$ cat config.mk
export PLATFORM = sky130hd
export DESIGN_NAME = signed_decimal_sum_parser_flat
export DESIGN_NICKNAME = d
export VERILOG_FILES = /design/src/hdl/sdsp_pkg.sv /design/src/hdl/sdsp_text_if.sv /design/src/hdl/sdsp_result_if.sv /design/src/hdl/signed_decimal_sum_parser.sv /design/src/hdl/sdsp_core.sv /design/src/flat_wrapper.sv
export SDC_FILE = /design/constraint.sdc
export NUM_CORES = 1
export LEC_CHECK = 0
export ABC_AREA = 1
export BUFFER_PORTS_ARGS = -buffer_cell sky130_fd_sc_hd__buf_4
export CAP_MARGIN = 20
export CELL_PAD_IN_SITES_DETAIL_PLACEMENT = 0
export CELL_PAD_IN_SITES_GLOBAL_PLACEMENT = 1
export CORE_AREA = 3 3 193 195
export CTS_BUF_LIST = sky130_fd_sc_hd__clkbuf_8
export CTS_CLUSTER_SIZE = 16
export DETAILED_ROUTE_END_ITERATION = 16
export DIE_AREA = 0 0 196 198
export PLACE_DENSITY = 0.78
export SYNTH_ARGS = -nofsm -noshare
export SYNTH_HDL_FRONTEND = slang
export SYNTH_SLANG_ARGS = --single-unit
export TNS_END_PERCENT = 20
$ cat constraint.sdc
create_clock -name clk -period 4.43 [get_ports clk]
set_clock_uncertainty 0.2 [all_clocks]
set_input_delay 0.886 -clock clk [delete_from_list [all_inputs] [get_ports clk]]
set_output_delay 0.886 -clock clk [all_outputs]
set_load 0.01 [all_outputs]
$ cat src/hdl/sdsp_pkg.sv
// Shared types, constants and character helpers for the signed decimal sum parser.
// No dependencies; compile this file first.
package sdsp_pkg;

  // Parser phase codes. Code 3 is unused and behaves like PH_SKIP.
  typedef enum logic [1:0] {
    PH_SKIP   = 2'd0,
    PH_SIGNED = 2'd1,
    PH_DIGITS = 2'd2
  } phase_t;

  // One result item as it travels from the parser core to the output queue.
  typedef struct packed {
    logic signed [31:0] value;
    logic               bad_format;
    logic               last_of_run;
  } sdsp_result_t;

  // ASCII codes used by the parser.
  localparam logic [7:0] CH_BAR   = 8'h7C;
  localparam logic [7:0] CH_MINUS = 8'h2D;
  localparam logic [7:0] CH_PLUS  = 8'h2B;
  localparam logic [7:0] CH_ZERO  = 8'h30;
  localparam logic [7:0] CH_NINE  = 8'h39;
  localparam logic [7:0] CH_SPACE = 8'h20;
  localparam logic [7:0] CH_TAB   = 8'h09;
  localparam logic [7:0] CH_CR    = 8'h0D;

  // Output queue geometry: one byte can cause two results.
  localparam int OUTQ_DEPTH = 4;
  localparam int OUTQ_AW    = 2;
  localparam int OUTQ_CW    = 3;

  // Whitespace is space and the control codes from tab through carriage return.
  function automatic logic is_ws(input logic [7:0] c);
    return (c == CH_SPACE) || ((c >= CH_TAB) && (c <= CH_CR));
  endfunction

  function automatic logic is_dig(input logic [7:0] c);
    return (c >= CH_ZERO) && (c <= CH_NINE);
  endfunction

endpackage

$ cat src/hdl/sdsp_text_if.sv
// Input channel carrying one ASCII text byte per item.
// Depends on nothing.
interface sdsp_text_if;
  logic       valid;
  logic       ready;
  logic [7:0] text_byte;

  modport source (output valid, output text_byte, input ready);
  modport sink   (input valid, input text_byte, output ready);
endinterface

$ cat src/hdl/sdsp_result_if.sv
// Output channel carrying one parsed result item.
// Depends on nothing.
interface sdsp_result_if;
  logic               valid;
  logic               ready;
  logic signed [31:0] value;
  logic               bad_format;
  logic               last_of_run;

  modport source (output valid, output value, output bad_format, output last_of_run,
                  input ready);
  modport sink   (input valid, input value, input bad_format, input last_of_run,
                  output ready);
endinterface

$ cat src/hdl/signed_decimal_sum_parser.sv
// Top level of the signed decimal sum parser: parser core plus output queue.
// Depends on sdsp_pkg, sdsp_text_if, sdsp_result_if and sdsp_core.
//
// Usage:
//   The text channel takes one ASCII byte per item; the result channel gives
//   one parsed sum per item, with bad_format for a missing digit and
//   last_of_run on the final result caused by a byte.
//   Each accepted byte updates the parser in the same cycle; its results enter
//   a four-entry output queue and are visible on the result channel from the
//   next cycle. Throughput is one byte per cycle while the text channel is
//   ready; the parser update is one shift-add for the digit and one add for
//   the sum. A byte that ends a number and also starts a bad token gives two
//   results, which leave on the result channel one after another.
//   The text channel is ready while at most two results wait in the queue,
//   so a stalled receiver holds results in the queue and then stops input
//   after at most four results are pending. Nothing is dropped.
//   Reset (synchronous, active high) empties the queue and returns the parser
//   to skipping whitespace with a zero term and zero sum.
module signed_decimal_sum_parser (
  input  logic                 clk,
  input  logic                 rst,
  sdsp_text_if.sink            text,
  sdsp_result_if.source        result
);
  import sdsp_pkg::*;

  logic                 fire;
  logic                 pop;
  logic [1:0]           res_count;
  sdsp_result_t         res0, res1;
  sdsp_result_t         queue [OUTQ_DEPTH];
  logic [OUTQ_AW-1:0]   wr_ptr, rd_ptr;
  logic [OUTQ_CW-1:0]   count;
  logic [1:0]           push_n;

  // Input handshake: room for the two results one byte can cause.
  assign text.ready = (count <= OUTQ_CW'(OUTQ_DEPTH - 2));
  assign fire       = text.valid && text.ready;
  assign push_n     = fire ? res_count : 2'd0;

  sdsp_core u_core (
    .clk       (clk),
    .rst       (rst),
    .fire      (fire),
    .text_byte (text.text_byte),
    .res_count (res_count),
    .res0      (res0),
    .res1      (res1)
  );

  // Output queue storage.
  always_ff @(posedge clk) begin
    if (push_n != 2'd0) begin
      queue[wr_ptr] <= res0;
    end
    if (push_n == 2'd2) begin
      queue[wr_ptr + OUTQ_AW'(1)] <= res1;
    end
  end

  // Queue pointers and fill count.
  always_ff @(posedge clk) begin
    if (rst) begin
      wr_ptr <= '0;
      rd_ptr <= '0;
      count  <= '0;
    end else begin
      wr_ptr <= wr_ptr + OUTQ_AW'(push_n);
      if (pop) begin
        rd_ptr <= rd_ptr + OUTQ_AW'(1);
      end
      count <= count + OUTQ_CW'(push_n) - OUTQ_CW'(pop);
    end
  end

  // Result channel driven from the head of the queue.
  assign result.valid       = (count != '0);
  assign pop                = result.valid && result.ready;
  assign result.value       = queue[rd_ptr].value;
  assign result.bad_format  = queue[rd_ptr].bad_format;
  assign result.last_of_run = queue[rd_ptr].last_of_run;

`ifndef SYNTHESIS
  // The queue never holds more items than it has entries.
  a_count_bound: assert property (@(posedge clk) disable iff (rst)
    count <= OUTQ_CW'(OUTQ_DEPTH))
    else $error("output queue overfilled");

  // When a byte gives two results, only the second closes the run.
  a_two_results_last: assert property (@(posedge clk) disable iff (rst)
    (push_n == 2'd2) |-> (!res0.last_of_run && res1.last_of_run))
    else $error("last_of_run misplaced on a two-result byte");

  // An error result always carries a zero value.
  a_error_zero: assert property (@(posedge clk) disable iff (rst)
    (result.valid && result.bad_format) |-> (result.value == 32'sd0))
    else $error("error result with nonzero value");

  // A result accepted on a full queue frees one entry; input ready still follows the fill count.
  a_full_drain: assert property (@(posedge clk) disable iff (rst)
    (count == OUTQ_CW'(OUTQ_DEPTH) && pop) |=> text.ready == (count <= OUTQ_CW'(2)))
    else $error("input ready inconsistent after draining a full queue");
`endif

endmodule

$ cat src/hdl/sdsp_core.sv
// Parser state registers and the per-byte update, giving up to two results per byte.
// Depends on sdsp_pkg.
module sdsp_core (
  input  logic                 clk,
  input  logic                 rst,
  input  logic                 fire,
  input  logic [7:0]           text_byte,
  output logic [1:0]           res_count,
  output sdsp_pkg::sdsp_result_t res0,
  output sdsp_pkg::sdsp_result_t res1
);
  import sdsp_pkg::*;

  phase_t      phase, phase_next;
  logic        negative, negative_next;
  logic [31:0] term, term_next;
  logic [31:0] running_sum, running_sum_next;

  logic        c_ws, c_dig, c_sign, c_bar;
  logic [31:0] digit;
  logic [31:0] signed_term;
  logic [31:0] term_x10;

  // Byte classification.
  assign c_ws   = is_ws(text_byte);
  assign c_dig  = is_dig(text_byte);
  assign c_sign = (text_byte == CH_PLUS) || (text_byte == CH_MINUS);
  assign c_bar  = (text_byte == CH_BAR);
  assign digit  = {28'd0, text_byte[3:0]};

  // Term arithmetic: times ten as two shifts and an add.
  assign signed_term = negative ? (32'd0 - term) : term;
  assign term_x10    = {term[28:0], 3'b000} + {term[30:0], 1'b0};

  // Next state and results for the byte on the input.
  always_comb begin
    phase_next       = phase;
    negative_next    = negative;
    term_next        = term;
    running_sum_next = running_sum;
    res_count        = 2'd0;
    res0             = '0;
    res1             = '0;
    unique case (phase)
      PH_SIGNED: begin
        if (c_dig) begin
          term_next  = digit;
          phase_next = PH_DIGITS;
        end else begin
          phase_next       = PH_SKIP;
          negative_next    = 1'b0;
          term_next        = '0;
          running_sum_next = '0;
          res0.bad_format  = 1'b1;
          res_count        = 2'd1;
        end
      end
      PH_DIGITS: begin
        if (c_dig) begin
          term_next = term_x10 + digit;
        end else if (c_bar) begin
          running_sum_next = running_sum + signed_term;
          negative_next    = 1'b0;
          term_next        = '0;
          phase_next       = PH_SKIP;
        end else begin
          // The number ends; a terminator other than space starts the next token.
          res0.value       = running_sum + signed_term;
          res_count        = 2'd1;
          phase_next       = PH_SKIP;
          negative_next    = 1'b0;
          term_next        = '0;
          running_sum_next = '0;
          if (text_byte != CH_SPACE) begin
            if (c_sign) begin
              negative_next = (text_byte == CH_MINUS);
              phase_next    = PH_SIGNED;
            end else if (!c_ws) begin
              res1.bad_format = 1'b1;
              res_count       = 2'd2;
            end
          end
        end
      end
      default: begin
        // Skipping whitespace at the start of a term.
        phase_next = PH_SKIP;
        if (c_sign) begin
          negative_next = (text_byte == CH_MINUS);
          term_next     = '0;
          phase_next    = PH_SIGNED;
        end else if (c_dig) begin
          negative_next = 1'b0;
          term_next     = digit;
          phase_next    = PH_DIGITS;
        end else if (!c_ws) begin
          negative_next    = 1'b0;
          term_next        = '0;
          running_sum_next = '0;
          res0.bad_format  = 1'b1;
          res_count        = 2'd1;
        end
      end
    endcase
    // Mark the final result caused by this byte.
    res0.last_of_run = (res_count == 2'd1);
    res1.last_of_run = (res_count == 2'd2);
  end

  // State registers advance only on an accepted item.
  always_ff @(posedge clk) begin
    if (rst) begin
      phase       <= PH_SKIP;
      negative    <= 1'b0;
      term        <= '0;
      running_sum <= '0;
    end else if (fire) begin
      phase       <= phase_next;
      negative    <= negative_next;
      term        <= term_next;
      running_sum <= running_sum_next;
    end
  end

endmodule

$ cat src/flat_wrapper.sv
// flat-port wrapper written by rule: the top's interface ports become plain ports
module signed_decimal_sum_parser_flat import sdsp_pkg::*;
  (clk, rst, text_valid, text_text_byte, text_ready, result_valid, result_value, result_bad_format, result_last_of_run, result_ready);
  sdsp_text_if text_i ();
  sdsp_result_if result_i ();
  input  logic clk;
  input  logic rst;
  input wire logic [$bits(text_i.valid)-1:0] text_valid;
  input wire logic [$bits(text_i.text_byte)-1:0] text_text_byte;
  output wire logic [$bits(text_i.ready)-1:0] text_ready;
  output wire logic [$bits(result_i.valid)-1:0] result_valid;
  output wire logic [$bits(result_i.value)-1:0] result_value;
  output wire logic [$bits(result_i.bad_format)-1:0] result_bad_format;
  output wire logic [$bits(result_i.last_of_run)-1:0] result_last_of_run;
  input wire logic [$bits(result_i.ready)-1:0] result_ready;
  assign text_i.valid = text_valid;
  assign text_i.text_byte = text_text_byte;
  assign text_ready = text_i.ready;
  assign result_valid = result_i.valid;
  assign result_value = result_i.value;
  assign result_bad_format = result_i.bad_format;
  assign result_last_of_run = result_i.last_of_run;
  assign result_i.ready = result_ready;
  signed_decimal_sum_parser u_core (.clk(clk), .rst(rst), .text(text_i), .result(result_i));
endmodule
==> metrics.txt <==
status completed; H-tree depth 2; initial antenna violation count 0; Leak Pwr between 8 and 9 nW; TritonCTS clock tree yes; FILL cells between 3000 and 4000; sequential area share after synthesis 30.37%; Worst Tran Pin Value between 0.9 and 1 ns; CORE AREA between 30000 and 40000 um2; Tmin final 3.950 ns; Post-Synthesis Cells 2219; Die Ht ~200 um; Total Power around 5.4 mW; Top Ports between 40 and 50; GRT overflow 0; Die ar. between 30000 and 40000 um2; CP required 4.76 ns; diode count 0; largest net degree at the start of global routing 73; Avg Vias per Cell 5.168; crit start category flip-flop; # setup viols final 0; proportion of layout cells with a drive suffix above 1 under 10%; Cell variety after synth 44; Top cell by count, worst path nand2_1; Bufs and invs on worst path 1; Post-synth top cells nand2_1 (726), nor2_1 (228), nand3_1 (211), dfxtp_1 (204), inv_1 (198); Net count, final around 2400; top achievable clock speed between 200 and 300 MHz; dominant synthesized flop cell dfxtp_1; crit share post-route about nine tenths; Max VDD drop between 0.0003 and 0.0004 V; CP max FO 5; share of Yosys cell area claimed by the top area cell type between 20 and 30%; post-detail-place hpwl between 30000 and 40000 um; latest clock arrival within the worst-skew pair 0.61 ns; total clock sinks between 200 and 250; pwr/cell area 341.6 nW/um2; Total GRT Usage 23.55%; Max-Cap Viols 0; DRT Wirelength around 46000 um; CTS max path bufs 3; Placed Area around 15000 um2; CP endpoint kind flip-flop; Die X between 150 and 200 um; critical path's top delay family simple AND/OR/NAND/NOR gates; total number of vias about 14000; placer congestion estimate 0.9480; number of global-route vias before repair 13870; Hold Vio Cnt, Final 0; post-layout instance area around 16000 um2; Worst Path Class, Setup reg2reg; routed wire length per instance roughly 17 um; Ys Warns 0; Port Buffers 47; root buffer cell clkbuf_8; min-delay worst type reg2reg; CP arrival approximately 4.3 ns; Async SR Flop Fraction 0%; Setup Buffers After CTS 0; post-synthesis cell type with the largest combined area dfxtp_1; CP cell instances inv_1 > ha_1 > nand2_1 > nor2_1 > nand4_1 > o21ai_0 > o21ai_0 > xor2_1 > ha_1 > nand2_1 > nand2_1 > o21bai_1 > nand2_1 > nand2_1 > a21oi_1 > nand2_1 > nand2_1 > nand2_1 > nor2_1 > nand2_1 > nand2_1; Yosys reg bits roughly 210; hold_buf cts 0; Max Slew Vio Count 0; count leader, synth nand2_1; max incr delay on CP 0.38 ns; CTS clk-pin slew, worst paths about 0.070 ns; Final ANT Viol Nets 0; DRC 0; CTS buffer count between 40 and 50; synthesized cell area between 10000 and 15000 um2; first-pass GRT wire length ~73000 um; Slew HR approximately 37%; Synth Area per Inst 6.416 um2; row count a little under 70; Hold WS around 0.26 ns; critical path's slowest cell ha_1; Post-synth EDFFs 8; top cells by area, synth dfxtp_1 (29%), nand2_1 (19%), ha_1 (9.0%); initial core utilization between 40% and 50%; initial DRC count 788; syn nets 2337; Area Overhead vs Synth 11.15%; # resized after CTS 0; DR pass1 iterations 5
==> worst register-to-register path: cells and delay by family, from the launching register on <==
family	cells	cell delay, ns
AO/OA/AOI/OAI	4	0.94
XOR/XNOR	1	0.21
adder cells (fa/ha/maj)	2	0.57
buffers and inverters	1	0.11
flip-flops	1	0.36
AND/OR/NAND/NOR	13	1.49
==> state kept, by name (all words and copies together) (netlist names), named ones only <==
| signal | cells |
|---|---|
| u_core.wr_ptr | 2 |
| u_core.u_core.phase | 2 |
| u_core.u_core.term | 32 |
| u_core.count | 3 |
| u_core.u_core.running_sum | 32 |
| u_core.queue | 136 |
| u_core.rd_ptr | 2 |
| u_core.u_core.negative | 1 |
==> layer usage <==
layer  vias up  GRT usage [%]  part of all wire [%]
li1       7276              -                     -
met1      6505          29.47                    45
met2       296          41.78                    48
met3        89          3.097                   4.1
met4         0          8.159                   2.9
met5         -              0                     0
==> worst paths after layout <==
check / from / endpoint / slack [ns] / depth (start not counted)
worst max-delay path: u_core.u_core.term[0]$_SDFFE_PP0P_ / u_core.queue[3][31]$_SDFFE_PP0P_ / 0.48 / 21
worst min-delay path: u_core.queue[2][17]$_SDFFE_PP0P_ / u_core.queue[2][17]$_SDFFE_PP0P_ / 0.26 / 2
worst max register to register: u_core.u_core.term[0]$_SDFFE_PP0P_ / u_core.queue[3][31]$_SDFFE_PP0P_ / 0.48 / 21
worst min register to register: u_core.queue[2][17]$_SDFFE_PP0P_ / u_core.queue[2][17]$_SDFFE_PP0P_ / 0.26 / 2
==> per-stage QoR <==
stage	utilization, %	setup slack, ns	cells	TNS (ns)
after floorplan	-	1.260	2219	0
after global placement	41.90	0.3692	2665	0
after detailed placement	41.90	0.3586	2665	0
after CTS	44.47	0.3192	2741	0
after global routing	44.49	-0.008042	2741	-0.01249
final	44.49	0.4800	2741	0
==> power by group <==
part / internal, mW / switching, mW
Sequential: 1.97 / 0.0291
Combinational: 0.399 / 0.871
Clock: 1.21 / 0.923
Total: 3.58 / 1.82
==> logic make-up (layout without fill, tap and decap cells) <==
family | count (synthesis) | in the layout | synth area share, %
XOR/XNOR | 58 | 58 | 3.568
flip-flops | 212 | 212 | 30.37
AND/OR/NAND/NOR | 1238 | 1238 | 36.19
adder cells (fa/ha/maj) | 106 | 106 | 9.527
AO/OA/AOI/OAI | 317 | 317 | 11.85
buffers and inverters | 288 | 349 | 8.490
==> cells in the final DEF, fill, tap and decap left out, types with 20 or more instances in the layout <==
| cell type | synthesis | layout |
|---|---|---|
| a21oi_1 | 135 | 135 |
| ha_1 | 102 | 102 |
| nor2_1 | 228 | 228 |
| clkbuf_8 | 0 | 57 |
| buf_4 | 4 | 65 |
| o21ai_0 | 123 | 123 |
| xor2_1 | 38 | 38 |
| dfxtp_1 | 204 | 203 |
| nand4_1 | 22 | 22 |
| nand3_1 | 211 | 211 |
| xnor2_1 | 20 | 20 |
| inv_1 | 198 | 204 |
| nand2_1 | 726 | 726 |
| o22ai_1 | 35 | 35 |
==> cell type report <==
cell class / instances / area (um2) / share of cell area [%]
Timing Repair Buffer: 66 / 508.0 / 3.210
Clock inverter: 19 / 127.6 / 0.8065
Tap cell: 461 / 576.8 / 3.645
Multi-Input combinational cell: 1719 / 8720 / 55.10
Clock buffer: 57 / 784.5 / 4.958
Inverter: 207 / 782.0 / 4.942
Sequential cell: 212 / 4325 / 27.33
Note: power is estimated with default switching activity, not from simulation.
